--- src/rtl/rle_rgb565_sprite_decoder_macros.svh ---
// Assertion macros shared by the run-length sprite decoder RTL.
`ifndef RLE_RGB565_SPRITE_DECODER_MACROS_SVH
`define RLE_RGB565_SPRITE_DECODER_MACROS_SVH

// Property that must hold in every cycle outside reset.
`define RLE565_ASSERT(name, prop, msg) \
  name: assert property (@(posedge clk_i) disable iff (!rst_ni) (prop)) else $error(msg);

// Condition in one cycle that implies a consequence in the following cycle.
`define RLE565_ASSERT_NEXT(name, ante, cons, msg) \
  name: assert property (@(posedge clk_i) disable iff (!rst_ni) (ante) |=> (cons)) \
    else $error(msg);

`endif

--- src/rtl/rle565_pkg.sv ---
// Types, constants and arithmetic helpers of the run-length sprite decoder.
package rle565_pkg;

  // Field widths.
  localparam int WordW    = 16;
  localparam int KindW    = 2;
  localparam int DestW    = 22;
  localparam int LenW     = 15;
  localparam int ChanW    = 8;
  localparam int RowW     = 16;
  localparam int WordsW   = 31;
  localparam int KeyW     = 17;
  localparam int ModeW    = 8;
  localparam int CfgIdxW  = 3;
  localparam int CfgDataW = 17;

  // Addressing.
  localparam int IndexBits = 22;
  localparam int CoordBits = 16;
  localparam int CoordW    = (CoordBits < 16) ? CoordBits : 16;
  localparam int ColW      = 22;
  localparam logic [ColW-1:0] ColMax = {ColW{1'b1}};
  localparam int RowSumW   = ((RowW > CoordW) ? RowW : CoordW) + 1;
  localparam int ProdW     = RowSumW + CoordW;
  localparam int BaseW     = ColW + 1;
  localparam int IdxW      = ((ProdW > BaseW) ? ProdW : BaseW) + 1;

  // Queue between the front and the back end.
  localparam int QDepth = 2;
  localparam int QPtrW  = (QDepth > 1) ? $clog2(QDepth) : 1;
  localparam int QCntW  = $clog2(QDepth + 1);

  // Register indexes of the configuration port.
  localparam logic [CfgIdxW-1:0] RegKey   = 3'd0;
  localparam logic [CfgIdxW-1:0] RegMode  = 3'd1;
  localparam logic [CfgIdxW-1:0] RegBlend = 3'd2;
  localparam logic [CfgIdxW-1:0] RegPct   = 3'd3;
  localparam logic [CfgIdxW-1:0] RegX     = 3'd4;
  localparam logic [CfgIdxW-1:0] RegY     = 3'd5;
  localparam logic [CfgIdxW-1:0] RegWidth = 3'd6;
  localparam logic [CfgIdxW-1:0] RegRows  = 3'd7;

  localparam logic [KeyW-1:0] KeyNone = 17'h10000;

  // Draw modes and blend kinds.
  localparam logic [ModeW-1:0] ModeHalf       = 8'd1;
  localparam logic [ModeW-1:0] ModeBlend      = 8'd2;
  localparam logic [ModeW-1:0] BlendPercent   = 8'd1;
  localparam logic [ModeW-1:0] BlendBright    = 8'd2;
  localparam logic [ModeW-1:0] BlendBrightAdd = 8'd3;
  localparam logic [ModeW-1:0] BlendInvert    = 8'd4;

  localparam logic [ChanW-1:0] AlphaOpaque = 8'd255;
  localparam logic [ChanW-1:0] AlphaHalf   = 8'd128;

  // Reciprocals for the constant divisions (scaled by 2^20, 2^16 and 2^24).
  localparam int Recip31  = 33826;
  localparam int Recip63  = 16645;
  localparam int Recip3   = 21846;
  localparam int Recip100 = 167773;

  typedef enum logic [1:0] {
    PH_LOW  = 2'd0,
    PH_HIGH = 2'd1,
    PH_DATA = 2'd2
  } phase_e;

  typedef enum logic [1:0] {
    OP_NONE     = 2'd0,
    OP_COLOUR   = 2'd1,
    OP_RUN      = 2'd2,
    OP_KEY_LAST = 2'd3
  } op_e;

  typedef enum logic [KindW-1:0] {
    KIND_NONE   = 2'd0,
    KIND_COLOUR = 2'd1,
    KIND_RUN    = 2'd2
  } kind_e;

  typedef struct packed {
    logic [KeyW-1:0]   key;
    logic [ModeW-1:0]  show_mode;
    logic [ModeW-1:0]  blend_kind;
    logic [ModeW-1:0]  blend_pct;
    logic [CoordW-1:0] x_off;
    logic [CoordW-1:0] y_off;
    logic [CoordW-1:0] width;
    logic [CoordW-1:0] rows;
  } cfg_t;

  // One classified word, as handed from the front end to the back end.
  typedef struct packed {
    op_e              op;
    logic [WordW-1:0] word;
    logic [RowW-1:0]  row_idx;
    logic             col_clear;
    logic             row_end;
    logic             image_end;
  } entry_t;

  // c * 255 / 31 for a 5-bit channel.
  function automatic logic [ChanW-1:0] expand5(input logic [4:0] c);
    logic [12:0] x;
    logic [28:0] m;
    x = 13'(c) * 13'd255;
    m = 29'(x) * 29'(Recip31);
    return m[27:20];
  endfunction

  // c * 255 / 63 for a 6-bit channel.
  function automatic logic [ChanW-1:0] expand6(input logic [5:0] c);
    logic [13:0] x;
    logic [28:0] m;
    x = 14'(c) * 14'd255;
    m = 29'(x) * 29'(Recip63);
    return m[27:20];
  endfunction

  // Mean of three channels, from their sum.
  function automatic logic [ChanW-1:0] avg3(input logic [9:0] s);
    logic [24:0] m;
    m = 25'(s) * 25'(Recip3);
    return m[23:16];
  endfunction

endpackage

--- src/rtl/rle565_in_if.sv ---
// Word channel carrying the coded sprite stream into the decoder.
interface rle565_in_if;
  logic                          valid;
  logic                          ready;
  logic [rle565_pkg::WordW-1:0]  code_word;

  modport source (output valid, output code_word, input ready);
  modport sink (input valid, input code_word, output ready);
endinterface

--- src/rtl/rle565_out_if.sv ---
// Word channel carrying decoded pixels and runs out of the decoder.
interface rle565_out_if;
  logic                          valid;
  logic                          ready;
  logic [rle565_pkg::KindW-1:0]  kind;
  logic [rle565_pkg::DestW-1:0]  dest_index;
  logic [rle565_pkg::LenW-1:0]   run_length;
  logic [rle565_pkg::ChanW-1:0]  red;
  logic [rle565_pkg::ChanW-1:0]  green;
  logic [rle565_pkg::ChanW-1:0]  blue;
  logic [rle565_pkg::ChanW-1:0]  alpha;
  logic                          row_end;
  logic                          image_end;
  logic                          index_overflow;

  modport source (
    output valid, output kind, output dest_index, output run_length,
    output red, output green, output blue, output alpha,
    output row_end, output image_end, output index_overflow,
    input ready
  );
  modport sink (
    input valid, input kind, input dest_index, input run_length,
    input red, input green, input blue, input alpha,
    input row_end, input image_end, input index_overflow,
    output ready
  );
endinterface

--- src/rtl/rle565_front.sv ---
// Front end: accepts coded words, tracks row headers and classifies each word.
module rle565_front (
  input  logic                clk_i,
  input  logic                rst_ni,
  input  rle565_pkg::cfg_t    cfg_i,
  rle565_in_if.sink           code_i,
  input  logic                q_full_i,
  output logic                q_push_o,
  output rle565_pkg::entry_t  q_entry_o
);

  rle565_pkg::phase_e                  phase_q, phase_d;
  logic [rle565_pkg::WordW-1:0]        header_low_q, header_low_d;
  logic [rle565_pkg::WordsW-1:0]       words_left_q, words_left_d;
  logic [rle565_pkg::RowW-1:0]         row_index_q, row_index_d;
  logic                                run_pending_q, run_pending_d;

  logic                                accept;
  logic [rle565_pkg::WordsW-1:0]       half_count;
  logic [rle565_pkg::WordsW:0]         even_count;
  logic [rle565_pkg::WordsW-1:0]       hdr_words;
  logic                                hdr_empty;
  logic                                last_word;
  logic                                key_hit;
  logic                                finish;
  logic                                last_row;

  assign code_i.ready = !q_full_i;
  assign accept       = code_i.valid && !q_full_i;
  assign q_push_o     = accept;

  // Byte count halved and rounded up to even, less the two header words.
  assign half_count = {code_i.code_word, header_low_q[rle565_pkg::WordW-1:1]};
  assign even_count = {1'b0, half_count} + {{rle565_pkg::WordsW{1'b0}}, half_count[0]};
  assign hdr_words  = (even_count >= 32'd2) ? rle565_pkg::WordsW'(even_count - 32'd2) : '0;
  assign hdr_empty  = (hdr_words == '0);
  assign last_word  = (words_left_q == rle565_pkg::WordsW'(1));
  assign key_hit    = ({1'b0, code_i.code_word} == cfg_i.key);
  assign last_row   = ({1'b0, row_index_q} + 17'd1) >= 17'(cfg_i.rows);

  always_comb begin
    phase_d = phase_q;
    unique case (phase_q)
      rle565_pkg::PH_LOW: begin
        if (accept) phase_d = rle565_pkg::PH_HIGH;
      end
      rle565_pkg::PH_HIGH: begin
        if (accept) phase_d = hdr_empty ? rle565_pkg::PH_LOW : rle565_pkg::PH_DATA;
      end
      rle565_pkg::PH_DATA: begin
        if (accept && last_word) phase_d = rle565_pkg::PH_LOW;
      end
      default: begin
        if (accept) phase_d = rle565_pkg::PH_HIGH;
      end
    endcase
  end

  always_comb begin
    header_low_d  = header_low_q;
    words_left_d  = words_left_q;
    run_pending_d = run_pending_q;
    row_index_d   = row_index_q;
    finish        = 1'b0;
    q_entry_o.op        = rle565_pkg::OP_NONE;
    q_entry_o.word      = code_i.code_word;
    q_entry_o.row_idx   = row_index_q;
    q_entry_o.col_clear = 1'b0;
    q_entry_o.row_end   = 1'b0;
    q_entry_o.image_end = 1'b0;

    unique case (phase_q)
      rle565_pkg::PH_HIGH: begin
        words_left_d        = hdr_words;
        run_pending_d       = 1'b0;
        q_entry_o.col_clear = 1'b1;
        finish              = hdr_empty;
      end
      rle565_pkg::PH_DATA: begin
        if (run_pending_q) begin
          q_entry_o.op  = rle565_pkg::OP_RUN;
          run_pending_d = 1'b0;
        end else if (key_hit) begin
          if (!last_word) begin
            run_pending_d = 1'b1;
          end else begin
            q_entry_o.op = rle565_pkg::OP_KEY_LAST;
          end
        end else begin
          q_entry_o.op = rle565_pkg::OP_COLOUR;
        end
        words_left_d = words_left_q - rle565_pkg::WordsW'(1);
        finish       = last_word;
      end
      default: begin
        header_low_d = code_i.code_word;
      end
    endcase

    if (finish) begin
      q_entry_o.row_end   = 1'b1;
      q_entry_o.image_end = last_row;
      row_index_d         = last_row ? '0 : row_index_q + rle565_pkg::RowW'(1);
      run_pending_d       = 1'b0;
    end
  end

  always_ff @(posedge clk_i or negedge rst_ni) begin
    if (!rst_ni) begin
      phase_q       <= rle565_pkg::PH_LOW;
      header_low_q  <= '0;
      words_left_q  <= '0;
      row_index_q   <= '0;
      run_pending_q <= 1'b0;
    end else if (accept) begin
      phase_q       <= phase_d;
      header_low_q  <= header_low_d;
      words_left_q  <= words_left_d;
      row_index_q   <= row_index_d;
      run_pending_q <= run_pending_d;
    end
  end

endmodule

--- src/rtl/rle565_queue.sv ---
// Short queue of classified words between the front and the back end.
module rle565_queue (
  input  logic                clk_i,
  input  logic                rst_ni,
  input  logic                push_i,
  input  rle565_pkg::entry_t  entry_i,
  output logic                full_o,
  input  logic                pop_i,
  output rle565_pkg::entry_t  entry_o,
  output logic                empty_o
);

  rle565_pkg::entry_t                 mem_q [rle565_pkg::QDepth];
  logic [rle565_pkg::QPtrW-1:0]       wr_ptr_q, rd_ptr_q;
  logic [rle565_pkg::QCntW-1:0]       count_q;

  assign full_o  = (count_q == rle565_pkg::QCntW'(rle565_pkg::QDepth));
  assign empty_o = (count_q == '0);
  assign entry_o = mem_q[rd_ptr_q];

  function automatic logic [rle565_pkg::QPtrW-1:0] wrap_inc(
    input logic [rle565_pkg::QPtrW-1:0] p
  );
    return (p == rle565_pkg::QPtrW'(rle565_pkg::QDepth - 1)) ? '0 : p + 1'b1;
  endfunction

  always_ff @(posedge clk_i) begin
    if (push_i) mem_q[wr_ptr_q] <= entry_i;
  end

  always_ff @(posedge clk_i or negedge rst_ni) begin
    if (!rst_ni) begin
      wr_ptr_q <= '0;
      rd_ptr_q <= '0;
      count_q  <= '0;
    end else begin
      if (push_i) wr_ptr_q <= wrap_inc(wr_ptr_q);
      if (pop_i) rd_ptr_q <= wrap_inc(rd_ptr_q);
      if (push_i && !pop_i) begin
        count_q <= count_q + 1'b1;
      end else if (pop_i && !push_i) begin
        count_q <= count_q - 1'b1;
      end
    end
  end

endmodule

--- src/rtl/rle565_back.sv ---
// Back end: places each word in the destination, expands colour and picks alpha.
module rle565_back (
  input  logic                clk_i,
  input  logic                rst_ni,
  input  rle565_pkg::cfg_t    cfg_i,
  input  rle565_pkg::entry_t  q_entry_i,
  input  logic                q_empty_i,
  output logic                q_pop_o,
  rle565_out_if.source        pix_o
);

  // Column tracking.
  logic [rle565_pkg::ColW-1:0]     column_q, column_d;
  logic [rle565_pkg::LenW-1:0]     len;
  logic [rle565_pkg::ColW:0]       col_sum;
  logic [rle565_pkg::ColW-1:0]     col_next;
  logic [rle565_pkg::RowSumW-1:0]  row_sum;
  rle565_pkg::kind_e               kind_a;

  // Stage A: placement product, base and expanded colour.
  logic                            a_v_q;
  rle565_pkg::kind_e               a_kind_q;
  logic [rle565_pkg::ProdW-1:0]    a_prod_q;
  logic [rle565_pkg::BaseW-1:0]    a_base_q;
  logic [rle565_pkg::LenW-1:0]     a_len_q;
  logic [rle565_pkg::ChanW-1:0]    a_r_q, a_g_q, a_b_q;
  logic                            a_row_end_q, a_img_end_q, a_col_sat_q;

  // Stage B: output register.
  logic                            out_v_q;
  rle565_pkg::kind_e               out_kind_q;
  logic [rle565_pkg::DestW-1:0]    out_dest_q;
  logic [rle565_pkg::LenW-1:0]     out_len_q;
  logic [rle565_pkg::ChanW-1:0]    out_r_q, out_g_q, out_b_q, out_a_q;
  logic                            out_row_end_q, out_img_end_q, out_ovf_q;

  logic                            b_adv, a_adv, pop;
  logic [rle565_pkg::IdxW-1:0]     idx;
  logic                            place_b, colour_b, ovf_b;
  logic [9:0]                      chan_sum;
  logic [rle565_pkg::ChanW-1:0]    avg;
  logic [10:0]                     bright_x;
  logic [15:0]                     pct_x;
  logic [33:0]                     pct_m;
  logic [rle565_pkg::ChanW-1:0]    alpha_b;

  assign b_adv   = !out_v_q || pix_o.ready;
  assign a_adv   = !a_v_q || b_adv;
  assign pop     = !q_empty_i && a_adv;
  assign q_pop_o = pop;

  always_comb begin
    unique case (q_entry_i.op) inside
      rle565_pkg::OP_RUN: begin
        len    = q_entry_i.word[rle565_pkg::WordW-1:1];
        kind_a = rle565_pkg::KIND_RUN;
      end
      rle565_pkg::OP_KEY_LAST: begin
        len    = rle565_pkg::LenW'(1);
        kind_a = rle565_pkg::KIND_RUN;
      end
      rle565_pkg::OP_COLOUR: begin
        len    = rle565_pkg::LenW'(1);
        kind_a = rle565_pkg::KIND_COLOUR;
      end
      default: begin
        len    = '0;
        kind_a = rle565_pkg::KIND_NONE;
      end
    endcase
  end

  assign col_sum  = {1'b0, column_q} + (rle565_pkg::ColW + 1)'(len);
  assign col_next = (col_sum > {1'b0, rle565_pkg::ColMax}) ? rle565_pkg::ColMax
                                                           : col_sum[rle565_pkg::ColW-1:0];
  assign row_sum  = rle565_pkg::RowSumW'(q_entry_i.row_idx)
                  + rle565_pkg::RowSumW'(cfg_i.y_off);

  always_comb begin
    column_d = column_q;
    if (pop) begin
      if (q_entry_i.col_clear) begin
        column_d = '0;
      end else if (kind_a != rle565_pkg::KIND_NONE) begin
        column_d = col_next;
      end
      if (q_entry_i.row_end) column_d = '0;
    end
  end

  always_ff @(posedge clk_i or negedge rst_ni) begin
    if (!rst_ni) begin
      column_q <= '0;
      a_v_q    <= 1'b0;
      out_v_q  <= 1'b0;
    end else begin
      column_q <= column_d;
      if (a_adv) a_v_q <= pop;
      if (b_adv) out_v_q <= a_v_q;
    end
  end

  always_ff @(posedge clk_i) begin
    if (pop) begin
      a_kind_q    <= kind_a;
      a_prod_q    <= rle565_pkg::ProdW'(row_sum) * rle565_pkg::ProdW'(cfg_i.width);
      a_base_q    <= rle565_pkg::BaseW'(column_q) + rle565_pkg::BaseW'(cfg_i.x_off);
      a_len_q     <= len;
      a_r_q       <= rle565_pkg::expand5(q_entry_i.word[15:11]);
      a_g_q       <= rle565_pkg::expand6(q_entry_i.word[10:5]);
      a_b_q       <= rle565_pkg::expand5(q_entry_i.word[4:0]);
      a_row_end_q <= q_entry_i.row_end;
      a_img_end_q <= q_entry_i.image_end;
      a_col_sat_q <= (column_q == rle565_pkg::ColMax);
    end
  end

  // Destination index and overflow.
  assign idx      = rle565_pkg::IdxW'(a_prod_q) + rle565_pkg::IdxW'(a_base_q);
  assign place_b  = (a_kind_q != rle565_pkg::KIND_NONE);
  assign colour_b = (a_kind_q == rle565_pkg::KIND_COLOUR);
  assign ovf_b    = (idx[rle565_pkg::IdxW-1:rle565_pkg::IndexBits] != '0) || a_col_sat_q;

  // Alpha candidates.
  assign chan_sum = 10'(a_r_q) + 10'(a_g_q) + 10'(a_b_q);
  assign avg      = rle565_pkg::avg3(chan_sum);
  assign bright_x = 11'(avg) * 11'd7;
  assign pct_x    = 16'(cfg_i.blend_pct) * 16'd255;
  assign pct_m    = 34'(pct_x) * 34'(rle565_pkg::Recip100);

  always_comb begin
    if (cfg_i.show_mode == rle565_pkg::ModeBlend) begin
      unique case (cfg_i.blend_kind)
        rle565_pkg::BlendPercent: begin
          alpha_b = (pct_m[33:24] > 10'd255) ? rle565_pkg::AlphaOpaque : pct_m[31:24];
        end
        rle565_pkg::BlendBright: begin
          alpha_b = avg;
        end
        rle565_pkg::BlendBrightAdd: begin
          alpha_b = (bright_x[10:2] > 9'd255) ? rle565_pkg::AlphaOpaque : bright_x[9:2];
        end
        rle565_pkg::BlendInvert: begin
          alpha_b = rle565_pkg::AlphaOpaque - avg;
        end
        default: begin
          alpha_b = rle565_pkg::AlphaOpaque;
        end
      endcase
    end else if (cfg_i.show_mode == rle565_pkg::ModeHalf) begin
      alpha_b = rle565_pkg::AlphaHalf;
    end else begin
      alpha_b = rle565_pkg::AlphaOpaque;
    end
  end

  always_ff @(posedge clk_i) begin
    if (b_adv && a_v_q) begin
      out_kind_q    <= a_kind_q;
      out_dest_q    <= place_b ? rle565_pkg::DestW'(idx[rle565_pkg::IndexBits-1:0]) : '0;
      out_len_q     <= a_len_q;
      out_r_q       <= colour_b ? a_r_q : '0;
      out_g_q       <= colour_b ? a_g_q : '0;
      out_b_q       <= colour_b ? a_b_q : '0;
      out_a_q       <= colour_b ? alpha_b : '0;
      out_row_end_q <= a_row_end_q;
      out_img_end_q <= a_img_end_q;
      out_ovf_q     <= place_b && ovf_b;
    end
  end

  assign pix_o.valid          = out_v_q;
  assign pix_o.kind           = rle565_pkg::KindW'(out_kind_q);
  assign pix_o.dest_index     = out_dest_q;
  assign pix_o.run_length     = out_len_q;
  assign pix_o.red            = out_r_q;
  assign pix_o.green          = out_g_q;
  assign pix_o.blue           = out_b_q;
  assign pix_o.alpha          = out_a_q;
  assign pix_o.row_end        = out_row_end_q;
  assign pix_o.image_end      = out_img_end_q;
  assign pix_o.index_overflow = out_ovf_q;

endmodule

--- src/rtl/rle_rgb565_sprite_decoder.sv ---
// Top level of the run-length RGB565 sprite decoder.
//
// The coded sprite arrives on code_i one 16-bit word per handshake; every word
// accepted there produces exactly one result word on pix_o, in order. Each
// row opens with two header words (low half first) giving the byte count of
// the row; the following data words are RGB565 pixels or transparent runs.
// Configuration is written through cfg_we_i, cfg_index_i and cfg_data_i, one
// register per write; the user must write it only while the decoder is idle,
// which the decoder itself does not enforce. The front end classifies each
// word in the cycle it is accepted and pushes it into a two-word queue. The
// back end pops one word a cycle while its stages can advance, into a stage
// that forms the row product and expands the colour, then into the output
// register where the index sum and alpha are settled. The decoder sustains
// one word per cycle while pix_o is ready, as set by the back-end column update.
// When the receiver stalls, the output register holds its word, the stage
// behind it fills and then the queue; code_i.ready falls only once the queue is
// full. Reset returns the header tracking to the start of an image, clears the
// column and row counters, disables the transparent key and sets opaque draw.
module rle_rgb565_sprite_decoder (
  input  logic                                clk_i,
  input  logic                                rst_ni,
  input  logic                                cfg_we_i,
  input  logic [rle565_pkg::CfgIdxW-1:0]      cfg_index_i,
  input  logic [rle565_pkg::CfgDataW-1:0]     cfg_data_i,
  rle565_in_if.sink                           code_i,
  rle565_out_if.source                        pix_o
);

`include "rle_rgb565_sprite_decoder_macros.svh"

  rle565_pkg::cfg_t    cfg_q;
  rle565_pkg::entry_t  push_entry;
  rle565_pkg::entry_t  pop_entry;
  logic                q_push, q_pop, q_full, q_empty;

  // Configuration registers; each write lands at the next clock edge.
  always_ff @(posedge clk_i or negedge rst_ni) begin
    if (!rst_ni) begin
      cfg_q.key        <= rle565_pkg::KeyNone;
      cfg_q.show_mode  <= '0;
      cfg_q.blend_kind <= '0;
      cfg_q.blend_pct  <= '0;
      cfg_q.x_off      <= '0;
      cfg_q.y_off      <= '0;
      cfg_q.width      <= '0;
      cfg_q.rows       <= '0;
    end else if (cfg_we_i) begin
      unique case (cfg_index_i)
        rle565_pkg::RegKey:   cfg_q.key        <= cfg_data_i;
        rle565_pkg::RegMode:  cfg_q.show_mode  <= cfg_data_i[rle565_pkg::ModeW-1:0];
        rle565_pkg::RegBlend: cfg_q.blend_kind <= cfg_data_i[rle565_pkg::ModeW-1:0];
        rle565_pkg::RegPct:   cfg_q.blend_pct  <= cfg_data_i[rle565_pkg::ModeW-1:0];
        rle565_pkg::RegX:     cfg_q.x_off      <= cfg_data_i[rle565_pkg::CoordW-1:0];
        rle565_pkg::RegY:     cfg_q.y_off      <= cfg_data_i[rle565_pkg::CoordW-1:0];
        rle565_pkg::RegWidth: cfg_q.width      <= cfg_data_i[rle565_pkg::CoordW-1:0];
        rle565_pkg::RegRows:  cfg_q.rows       <= cfg_data_i[rle565_pkg::CoordW-1:0];
        default: ;
      endcase
    end
  end

  // Header tracking and word classification.
  rle565_front u_front (
    .clk_i     (clk_i),
    .rst_ni    (rst_ni),
    .cfg_i     (cfg_q),
    .code_i    (code_i),
    .q_full_i  (q_full),
    .q_push_o  (q_push),
    .q_entry_o (push_entry)
  );

  // Decouples the two halves so that a stalled receiver does not stop intake
  // until the queue has filled.
  rle565_queue u_queue (
    .clk_i   (clk_i),
    .rst_ni  (rst_ni),
    .push_i  (q_push),
    .entry_i (push_entry),
    .full_o  (q_full),
    .pop_i   (q_pop),
    .entry_o (pop_entry),
    .empty_o (q_empty)
  );

  // Placement, colour expansion, alpha and the output register.
  rle565_back u_back (
    .clk_i     (clk_i),
    .rst_ni    (rst_ni),
    .cfg_i     (cfg_q),
    .q_entry_i (pop_entry),
    .q_empty_i (q_empty),
    .q_pop_o   (q_pop),
    .pix_o     (pix_o)
  );

  // A header or key word places nothing in the destination.
  `RLE565_ASSERT(a_none_is_empty, !(pix_o.valid && pix_o.kind == rle565_pkg::KIND_NONE) || (pix_o.run_length == '0 && pix_o.dest_index == '0 && pix_o.index_overflow == 1'b0), "header word carries a placement")

  // The end of the image is always the end of a row.
  `RLE565_ASSERT(a_image_end_row, !(pix_o.valid && pix_o.image_end) || pix_o.row_end, "image end without row end")

  // A transparent run carries no colour.
  `RLE565_ASSERT(a_run_clear, !(pix_o.valid && pix_o.kind == rle565_pkg::KIND_RUN) || (pix_o.red == '0 && pix_o.green == '0 && pix_o.blue == '0 && pix_o.alpha == '0), "transparent run with colour")

  // The queue cannot fill itself from nothing.
  `RLE565_ASSERT_NEXT(a_queue_stays_empty, q_empty && !q_push, q_empty, "queue left empty state without a push")

endmodule
--- src/flat_wrapper.sv ---
// flat-port wrapper written by rule: the top's interface ports become plain ports
module rle_rgb565_sprite_decoder_flat 
  (clk_i, rst_ni, cfg_we_i, cfg_index_i, cfg_data_i, code_i_valid, code_i_code_word, code_i_ready, pix_o_valid, pix_o_kind, pix_o_dest_index, pix_o_run_length, pix_o_red, pix_o_green, pix_o_blue, pix_o_alpha, pix_o_row_end, pix_o_image_end, pix_o_index_overflow, pix_o_ready);
  rle565_in_if code_i_i ();
  rle565_out_if pix_o_i ();
  input  logic clk_i;
  input  logic rst_ni;
  input  logic cfg_we_i;
  input  logic [rle565_pkg::CfgIdxW-1:0] cfg_index_i;
  input  logic [rle565_pkg::CfgDataW-1:0] cfg_data_i;
  input wire logic [$bits(code_i_i.valid)-1:0] code_i_valid;
  input wire logic [$bits(code_i_i.code_word)-1:0] code_i_code_word;
  output wire logic [$bits(code_i_i.ready)-1:0] code_i_ready;
  output wire logic [$bits(pix_o_i.valid)-1:0] pix_o_valid;
  output wire logic [$bits(pix_o_i.kind)-1:0] pix_o_kind;
  output wire logic [$bits(pix_o_i.dest_index)-1:0] pix_o_dest_index;
  output wire logic [$bits(pix_o_i.run_length)-1:0] pix_o_run_length;
  output wire logic [$bits(pix_o_i.red)-1:0] pix_o_red;
  output wire logic [$bits(pix_o_i.green)-1:0] pix_o_green;
  output wire logic [$bits(pix_o_i.blue)-1:0] pix_o_blue;
  output wire logic [$bits(pix_o_i.alpha)-1:0] pix_o_alpha;
  output wire logic [$bits(pix_o_i.row_end)-1:0] pix_o_row_end;
  output wire logic [$bits(pix_o_i.image_end)-1:0] pix_o_image_end;
  output wire logic [$bits(pix_o_i.index_overflow)-1:0] pix_o_index_overflow;
  input wire logic [$bits(pix_o_i.ready)-1:0] pix_o_ready;
  assign code_i_i.valid = code_i_valid;
  assign code_i_i.code_word = code_i_code_word;
  assign code_i_ready = code_i_i.ready;
  assign pix_o_valid = pix_o_i.valid;
  assign pix_o_kind = pix_o_i.kind;
  assign pix_o_dest_index = pix_o_i.dest_index;
  assign pix_o_run_length = pix_o_i.run_length;
  assign pix_o_red = pix_o_i.red;
  assign pix_o_green = pix_o_i.green;
  assign pix_o_blue = pix_o_i.blue;
  assign pix_o_alpha = pix_o_i.alpha;
  assign pix_o_row_end = pix_o_i.row_end;
  assign pix_o_image_end = pix_o_i.image_end;
  assign pix_o_index_overflow = pix_o_i.index_overflow;
  assign pix_o_i.ready = pix_o_ready;
  rle_rgb565_sprite_decoder u_core (.clk_i(clk_i), .rst_ni(rst_ni), .cfg_we_i(cfg_we_i), .cfg_index_i(cfg_index_i), .cfg_data_i(cfg_data_i), .code_i(code_i_i), .pix_o(pix_o_i));
endmodule
--- config.mk ---
export PLATFORM = sky130hd
export DESIGN_NAME = rle_rgb565_sprite_decoder_flat
export DESIGN_NICKNAME = d
export VERILOG_FILES = /design/src/rtl/rle565_pkg.sv /design/src/rtl/rle565_in_if.sv /design/src/rtl/rle565_out_if.sv /design/src/rtl/rle565_front.sv /design/src/rtl/rle565_queue.sv /design/src/rtl/rle565_back.sv /design/src/rtl/rle_rgb565_sprite_decoder.sv /design/src/flat_wrapper.sv
export VERILOG_INCLUDE_DIRS = /design/src /design/src/rtl
export SDC_FILE = /design/constraint.sdc
export NUM_CORES = 2
export LEC_CHECK = 0
export BUFFER_PORTS_ARGS = -buffer_cell sky130_fd_sc_hd__buf_2
export CAP_MARGIN = 5
export CORE_UTILIZATION = 35
export DETAILED_ROUTE_END_ITERATION = 10
export PLACE_DENSITY = 0.52
export SYNTH_ARGS = -nofsm -noshare
export SYNTH_HDL_FRONTEND = slang
export SYNTH_SLANG_ARGS = --single-unit
--- constraint.sdc ---
create_clock -name clk_i -period 10.4 [get_ports clk_i]
set_input_delay 3.12 -clock clk_i [delete_from_list [all_inputs] [get_ports clk_i]]
set_output_delay 3.12 -clock clk_i [all_outputs]
set_load 0.02 [all_outputs]
Word-level counts from Yosys, hierarchy flattened
Memory sizes are Yosys's and may differ from the RTL's.
Index checks and enable logic that the tools add are counted.

word-level totals
  bits in registers = 373
  bits in writable memories = 74
  bits of input ports = 41
  logic and storage cells = 175
  memories = 1

operators by class
  add/sub/neg operators = 16
  multipliers = 11
  order comparisons = 5
  eq/ne operators = 24
  multiplexer cells = 35
  bitwise operators = 1
  reduce and logical (&&, ||, !) cells = 43

memories
  memory                words  bits a word  read ports  clocked after memory_dff  write ports  RTL line            RTL
  u_core.u_queue.mem_q  2      37           1           0                         1            rle565_queue.sv:13  rle565_pkg::entry_t mem_q [rle565_pkg::QDepth];

operators with widths
  kind                                                              count
  2-to-1 mux 22 bit                                                 4
  one-hot mux 31 bit (2 select lines)                               1
  multiplier 13 x 15 -> 27 bit (second input constant)              2
  adder 33 x 23 -> 34 bit                                           1
  multiplier 16 x 18 -> 34 bit (second input constant)              1
  multiplier 17 x 16 -> 33 bit                                      1
  adder 31 x 1 -> 32 bit                                            1
  >= comparator 32 x 2 -> 1 bit (second input constant)             1
  one-hot mux 8 bit (4 select lines)                                1
  equality test 31 x 1 -> 1 bit (second input constant)             1
  logical NOT 31 bit                                                1
  2-to-1 mux 31 bit                                                 1
  subtractor 31 x 1 -> 31 bit (second input constant)               1
  subtractor 31 x 2 -> 31 bit (second input constant)               1
  one-hot mux 15 bit (2 select lines)                               1
  multiplier 14 x 15 -> 28 bit (second input constant)              1
  AND reduction 2 bit                                               14
  multiplier 5 x 8 -> 13 bit (second input constant)                2
  equality test 8 x 2 -> 1 bit (second input constant)              3
  2-to-1 mux 8 bit                                                  3
  adder 22 x 15 -> 23 bit                                           1
  adder 22 x 16 -> 23 bit                                           1
  greater-than comparator 23 x 22 -> 1 bit (second input constant)  1
  multiplier 10 x 14 -> 23 bit (second input constant)              1
  other kinds (41)                                                  89

Longest topological paths before layout
An unclocked memory read counts as a cell.

  depth after elaboration = 10
  depth in mapped cells = 45
  depth with buffers taken out = 45

By module
From an unflattened synthesis, not the netlist that was laid out.

second synthesis, totals
  cell total of the unflattened synthesis = 4881
  area total of the unflattened synthesis = 49163.4 um^2

by module, submodules not included
  module                     instances  cells an instance  area each (um^2)  seq. area each (um^2)
  rle565_back                1          3690               35562.9           5825.6
  rle565_front               1          830                6620.1            1626.6
  rle_rgb565_sprite_decoder  1          230                4041.4            2628.8
  rle565_queue               1          131                2939.1            2322.2

Worst setup path after synthesis
No wires, ideal clock.

  path type = register to register
  start point = register u_core.u_queue.rd_ptr_q
  end point = register u_core.u_back.a_prod_q[32] in the netlist's numbering (data pin)
  library setup time = 0.260 ns
  arrival time = 10.136 ns
  data required time = 10.140 ns
  path slack = 0.004 ns
  cell stages (with the launch flop) = 43
  period minus slack after synthesis = 10.396 ns
  path through = dfrtp_1 > buf_1 > clkbuf_1 > buf_1 > mux2_2 > ha_1 > fa_1 > a21o_1 > a21oi_1 > o21bai_1 > a21oi_1 > o21bai_1 > a21oi_1 > o21bai_1 > a2111oi_0 > nor3b_1 > nor2_1 > clkbuf_1 > [7 not listed] > fa_1 > inv_1 > fa_1 > inv_1 > fa_1 > ha_1 > a21o_1 > a21o_1 > a21oi_1 > o21ai_0 > a31o_2 > a21oi_1 > o31ai_1 > a21oi_1 > a31oi_1 > a21o_1 > a21oi_1 > xnor2_1

between the ends
  cells in the longest elaborated chain, start to end = 3

ends and longest elaborated chain
  item                          RTL line            RTL
  start, declared               rle565_queue.sv:14  logic [rle565_pkg::QPtrW-1:0] wr_ptr_q, rd_ptr_q;
  start signal, assigned        rle565_queue.sv:38  if (pop_i) rd_ptr_q <= wrap_inc(rd_ptr_q);
  memory (2 x 37 bit)           -
  adder 16 x 16 -> 17 bit       rle565_back.sv:77   + rle565_pkg::RowSumW'(cfg_i.y_off);
  multiplier 17 x 16 -> 33 bit  rle565_back.sv:106  a_prod_q <= rle565_pkg::ProdW'(row_sum) * rle565_pkg::ProdW'(cfg_i.width);
  end signal, assigned          rle565_back.sv:106
  end, declared                 rle565_back.sv:23   logic [rle565_pkg::ProdW-1:0] a_prod_q;

No other way between the ends.
A chain may end at the register's enable or synchronous reset.

Worst setup path after layout
  start point = register u_core.cfg_q[65] in the netlist's numbering
  end point = register u_core.u_back.out_a_q (netlist bit u_core.u_back.pix_o.alpha[4]) (data pin)

between the ends
  cells in the longest elaborated chain, start to end = 6

ends and longest elaborated chain
  item                                     RTL line                         RTL
  start, declared                          rle_rgb565_sprite_decoder.sv:31  rle565_pkg::cfg_t cfg_q;
  multiplier 8 x 8 -> 16 bit *             rle565_back.sv:128               assign pct_x = 16'(cfg_i.blend_pct) * 16'd255;
  multiplier 16 x 18 -> 34 bit *           rle565_back.sv:129               assign pct_m = 34'(pct_x) * 34'(rle565_pkg::Recip100);
  greater-than comparator 10 x 8 -> 1 bit  rle565_back.sv:135               alpha_b = (pct_m[33:24] > 10'd255) ? rle565_pkg::AlphaOpaque : pct_m[31:24];
  2-to-1 mux 8 bit *                       rle565_back.sv:135
  one-hot mux 8 bit (4 select lines) *     rle565_back.sv:133               unique case (cfg_i.blend_kind)
  2-to-1 mux 8 bit *                       rle565_back.sv:132               if (cfg_i.show_mode == rle565_pkg::ModeBlend) begin
  end signal, assigned                     rle565_back.sv:165               out_a_q <= colour_b ? alpha_b : '0;
  end, declared                            rle565_back.sv:34                logic [rle565_pkg::ChanW-1:0] out_r_q, out_g_q, out_b_q, out_a_q;

Mark *: on every way between the ends. The rest lies on a longest branch, timed or not.

==> results.toml <==
[outcome]
status = "completed"

[clock_tree]
clock_latency_ns = 0.66
numCtsBuffers = 55
clockRootBuffer = "clkbuf_16"
hold_buffers = 0
cts_tree = "built"
cts.sinks = 446
clockBufferDepth = 3
htreeDepth = 2
clkTransAtPathRegs_ns = 0.06

[detailed_routing]
wl_met1_mm = 57.02
wl_per_cell_um = 17.92
drtIter0Drc = 1710
drtAntennaViolNets = 0
dr_total_vias = 32700
drc_errors = 0
via_per_inst = 4.940
wl_met2_mm = 53.91
topRoutingLayerUsed = "met5"
drt-total-wl_mm = 118.6
drt-pass1-iter-count = 6
wl_met3_mm = 5.188

[min_path]
holdPathStages = 0
min_path_type = "register to register"

[timing]
fin_crit_ns = 9.989
clock.fmax_ghz = 0.1001
setup_violations = 0
hold_viol_final = 0
drv_slew = 0
slew_headroom_pct = 26.52
fin_skew_ns = 0.04107
finalCritPeriodShare_pct = 96.05
tightest_slew_ns = 1.097

[placed_design]
globalplace.congestion = 0.8756
io_buffer_count = 116
dpl.hpwl_mm = 93.65
place_inst = 6507

[final_layout]
postLayoutCoreUtil_pct = 39.22
syn_to_final_growth_pct = 10.59
final_cells = 6619
drive_above_1_share_pct = 10.72
layout.nets = 5993

[flow_run]
max-cap-violations = 0

[die]
ioPinCount = 117
die_x_um = 370.9
core_um2 = 134300
fp.dieArea_um2 = 137600
rows = 134
die_h_um = 370.9
start_util_pct = 35.47

[logic_synthesis]
synth_nets = 5856
synth_ff_type = "edfxtp_1"
synth_top_family_by_area = "adder cells"
syn_area_um2 = 47630
seq_area_frac_synth_pct = 26.04
synthMuxAreaShare_pct = 4.295
ys_seq_elements = 446
synth_cell_type_count = 93
synthTopCellsByArea = "fa_1 19%, ha_1 18%, edfxtp_1 16%"
synth_compound_area_share_pct = 8.640
synth-simple-area-share_pct = 11.48
synthCells = 4666
synthAdderAreaFrac_pct = 37.24
synth-xor-area-share_pct = 5.038
synth_largest_area_cell = "fa_1"
ys_warn_count = 0
yosysTopAreaCellShare_pct = 18.83
postSynthAreaPerCell_um2 = 10.21
synth_common_cells = "785 x inv_1, 701 x ha_1, 448 x fa_1, 310 x nand2_1, 248 x edfxtp_1"
synthArstFlopShare_pct = 44.39
synth_edf_count = 248
yosysMostFrequentCell = "inv_1"

[critical_path]
timing.rr.start = "u_core.cfg_q[65]$_DFFE_PN0P_"
critPathMaxFanout = 8
slowest_stage = "fa_1"
worstSetupStartpoint = "u_core.cfg_q[65]$_DFFE_PN0P_"
critPathRequiredTime_ns = 10.88
ff2ff_path_depth = 42
regToRegSetupSlack_ns = 0.41
cp.arrival_ns = 10.47
cp-start-kind = "register"
max_stage_delay_ns = 0.56
crit_end = "u_core.u_back.pix_o.alpha[4]$_SDFFCE_PP0P_"
crit_type = "register to register"
regToRegEndpoint = "u_core.u_back.pix_o.alpha[4]$_SDFFCE_PP0P_"
end_kind = "register"

[grt]
grt.total_usage_pct = 17.49
grt.overflow.total = 0
antenna_found_initial = 6
grt_pass1_vias = 33730
grt_pass1_wl_mm = 189.5
grt_max_degree = 89
how the worst min path moves through the flow:
stage,from,end
2_1_floorplan,u_core.u_back.a_img_end_q$_DFFE_PP_,u_core.u_back.pix_o.image_end$_DFFE_PP_
3_3_place_gp,u_core.u_back.a_len_q[0]$_DFFE_PP_,u_core.u_back.pix_o.run_length[0]$_DFFE_PP_
3_5_place_dp,u_core.u_back.a_len_q[0]$_DFFE_PP_,u_core.u_back.pix_o.run_length[0]$_DFFE_PP_
4_1_cts,u_core.u_back.a_len_q[0]$_DFFE_PP_,u_core.u_back.pix_o.run_length[0]$_DFFE_PP_
5_1_grt,u_core.u_back.a_len_q[0]$_DFFE_PP_,u_core.u_back.pix_o.run_length[0]$_DFFE_PP_
6_report,u_core.u_back.a_len_q[0]$_DFFE_PP_,u_core.u_back.pix_o.run_length[0]$_DFFE_PP_
per-stage QoR:
stage	area (um2)	setup WS (ns)	hold WS [ns]	TNS [ns]
2_1_floorplan	47630	0.004329	0.4003	0
3_5_place_dp	50530	-0.3853	0.4062	-2.643
4_1_cts	52450	0.0004201	0.4198	0
3_3_place_gp	50530	-0.09383	0.4062	-0.5227
5_1_grt	52670	-0.05320	0.4307	-0.2656
6_report	52670	0.4106	0.4173	0
cells in the final DEF (no fill, tap or decap), types with 34 or more instances in the layout:
cell type  netlist  routed
a21o_1          72      72
a21oi_1        173     167
o21ai_0        144     141
nand4_1         40      40
dfrtp_1        197     194
buf_2            5     115
inv_1          785     780
mux2i_1         39      37
nor2_1         199     196
ha_1           701     698
mux2_2         146     146
nor2b_1         34      34
xnor2_1        187     181
and2_1         147     146
o21bai_1        38      37
edfxtp_1       248     248
xor2_1          87      87
nand2b_1        37      37
nand3_1         82      82
buf_4            6      80
nand2_1        310     310
clkbuf_16        0      57
nor3_1          63      62
fa_1           448     445
logic make-up after synthesis:
group | after synthesis
AO/OA/AOI/OAI | 637
XOR/XNOR | 274
adder cells (fa/ha/maj) | 1149
buffers and inverters | 905
flip-flops | 446
multiplexers | 186
AND/OR/NAND/NOR | 1069
layout make-up:
cell class,instances,area [um2]
inverters,787,2957
flip-flops and latches,446,12410
well taps,1768,2212
clock inverters,35,399.1
clock buffers,69,1491
multi-input cells,3315,31990
diodes,1,2.502
fillers,13230,81620
repair buffers,198,1214
registers in the layout (all words and copies together) (netlist names), 15 cells and up:
name	flops
u_core.u_front.header_low_q	15
u_core.u_front.words_left_q	31
u_core.u_back.a_len_q	15
u_core.u_front.row_index_q	16
u_core.u_queue.mem_q	74
u_core.u_back.pix_o.run_length	15
u_core.u_back.a_prod_q	33
u_core.u_back.column_q	22
u_core.u_back.pix_o.dest_index	22
u_core.u_back.a_base_q	23
u_core.cfg_q	105
critical path: cells and delay by family, from the launching register on:
kind | cells | cell delay [ns]
AO/OA/AOI/OAI | 17 | 3.27
AND/OR/NAND/NOR | 5 | 0.47
buffers and inverters | 6 | 0.54
flip-flops | 1 | 0.43
XOR/XNOR | 2 | 0.41
adder cells (fa/ha/maj) | 12 | 4.70
per-layer routing:
metal  up-vias  global-route usage [%]
li1      16010                       -
met1     15970                   24.21
met2       558                   28.64
met3       149                   2.626
met4         8                   4.028
met5         -                       0
what timing repair did:
item / CTS / global route
endpoints found under the setup margin: 8 / 11
pin swaps: 2 / 30
buffers inserted: 2 / 5
gates resized for setup: 4 / 42
Power is not shown: default switching activity piles up to over one toggle a cycle in this logic, so the estimate is an artifact.
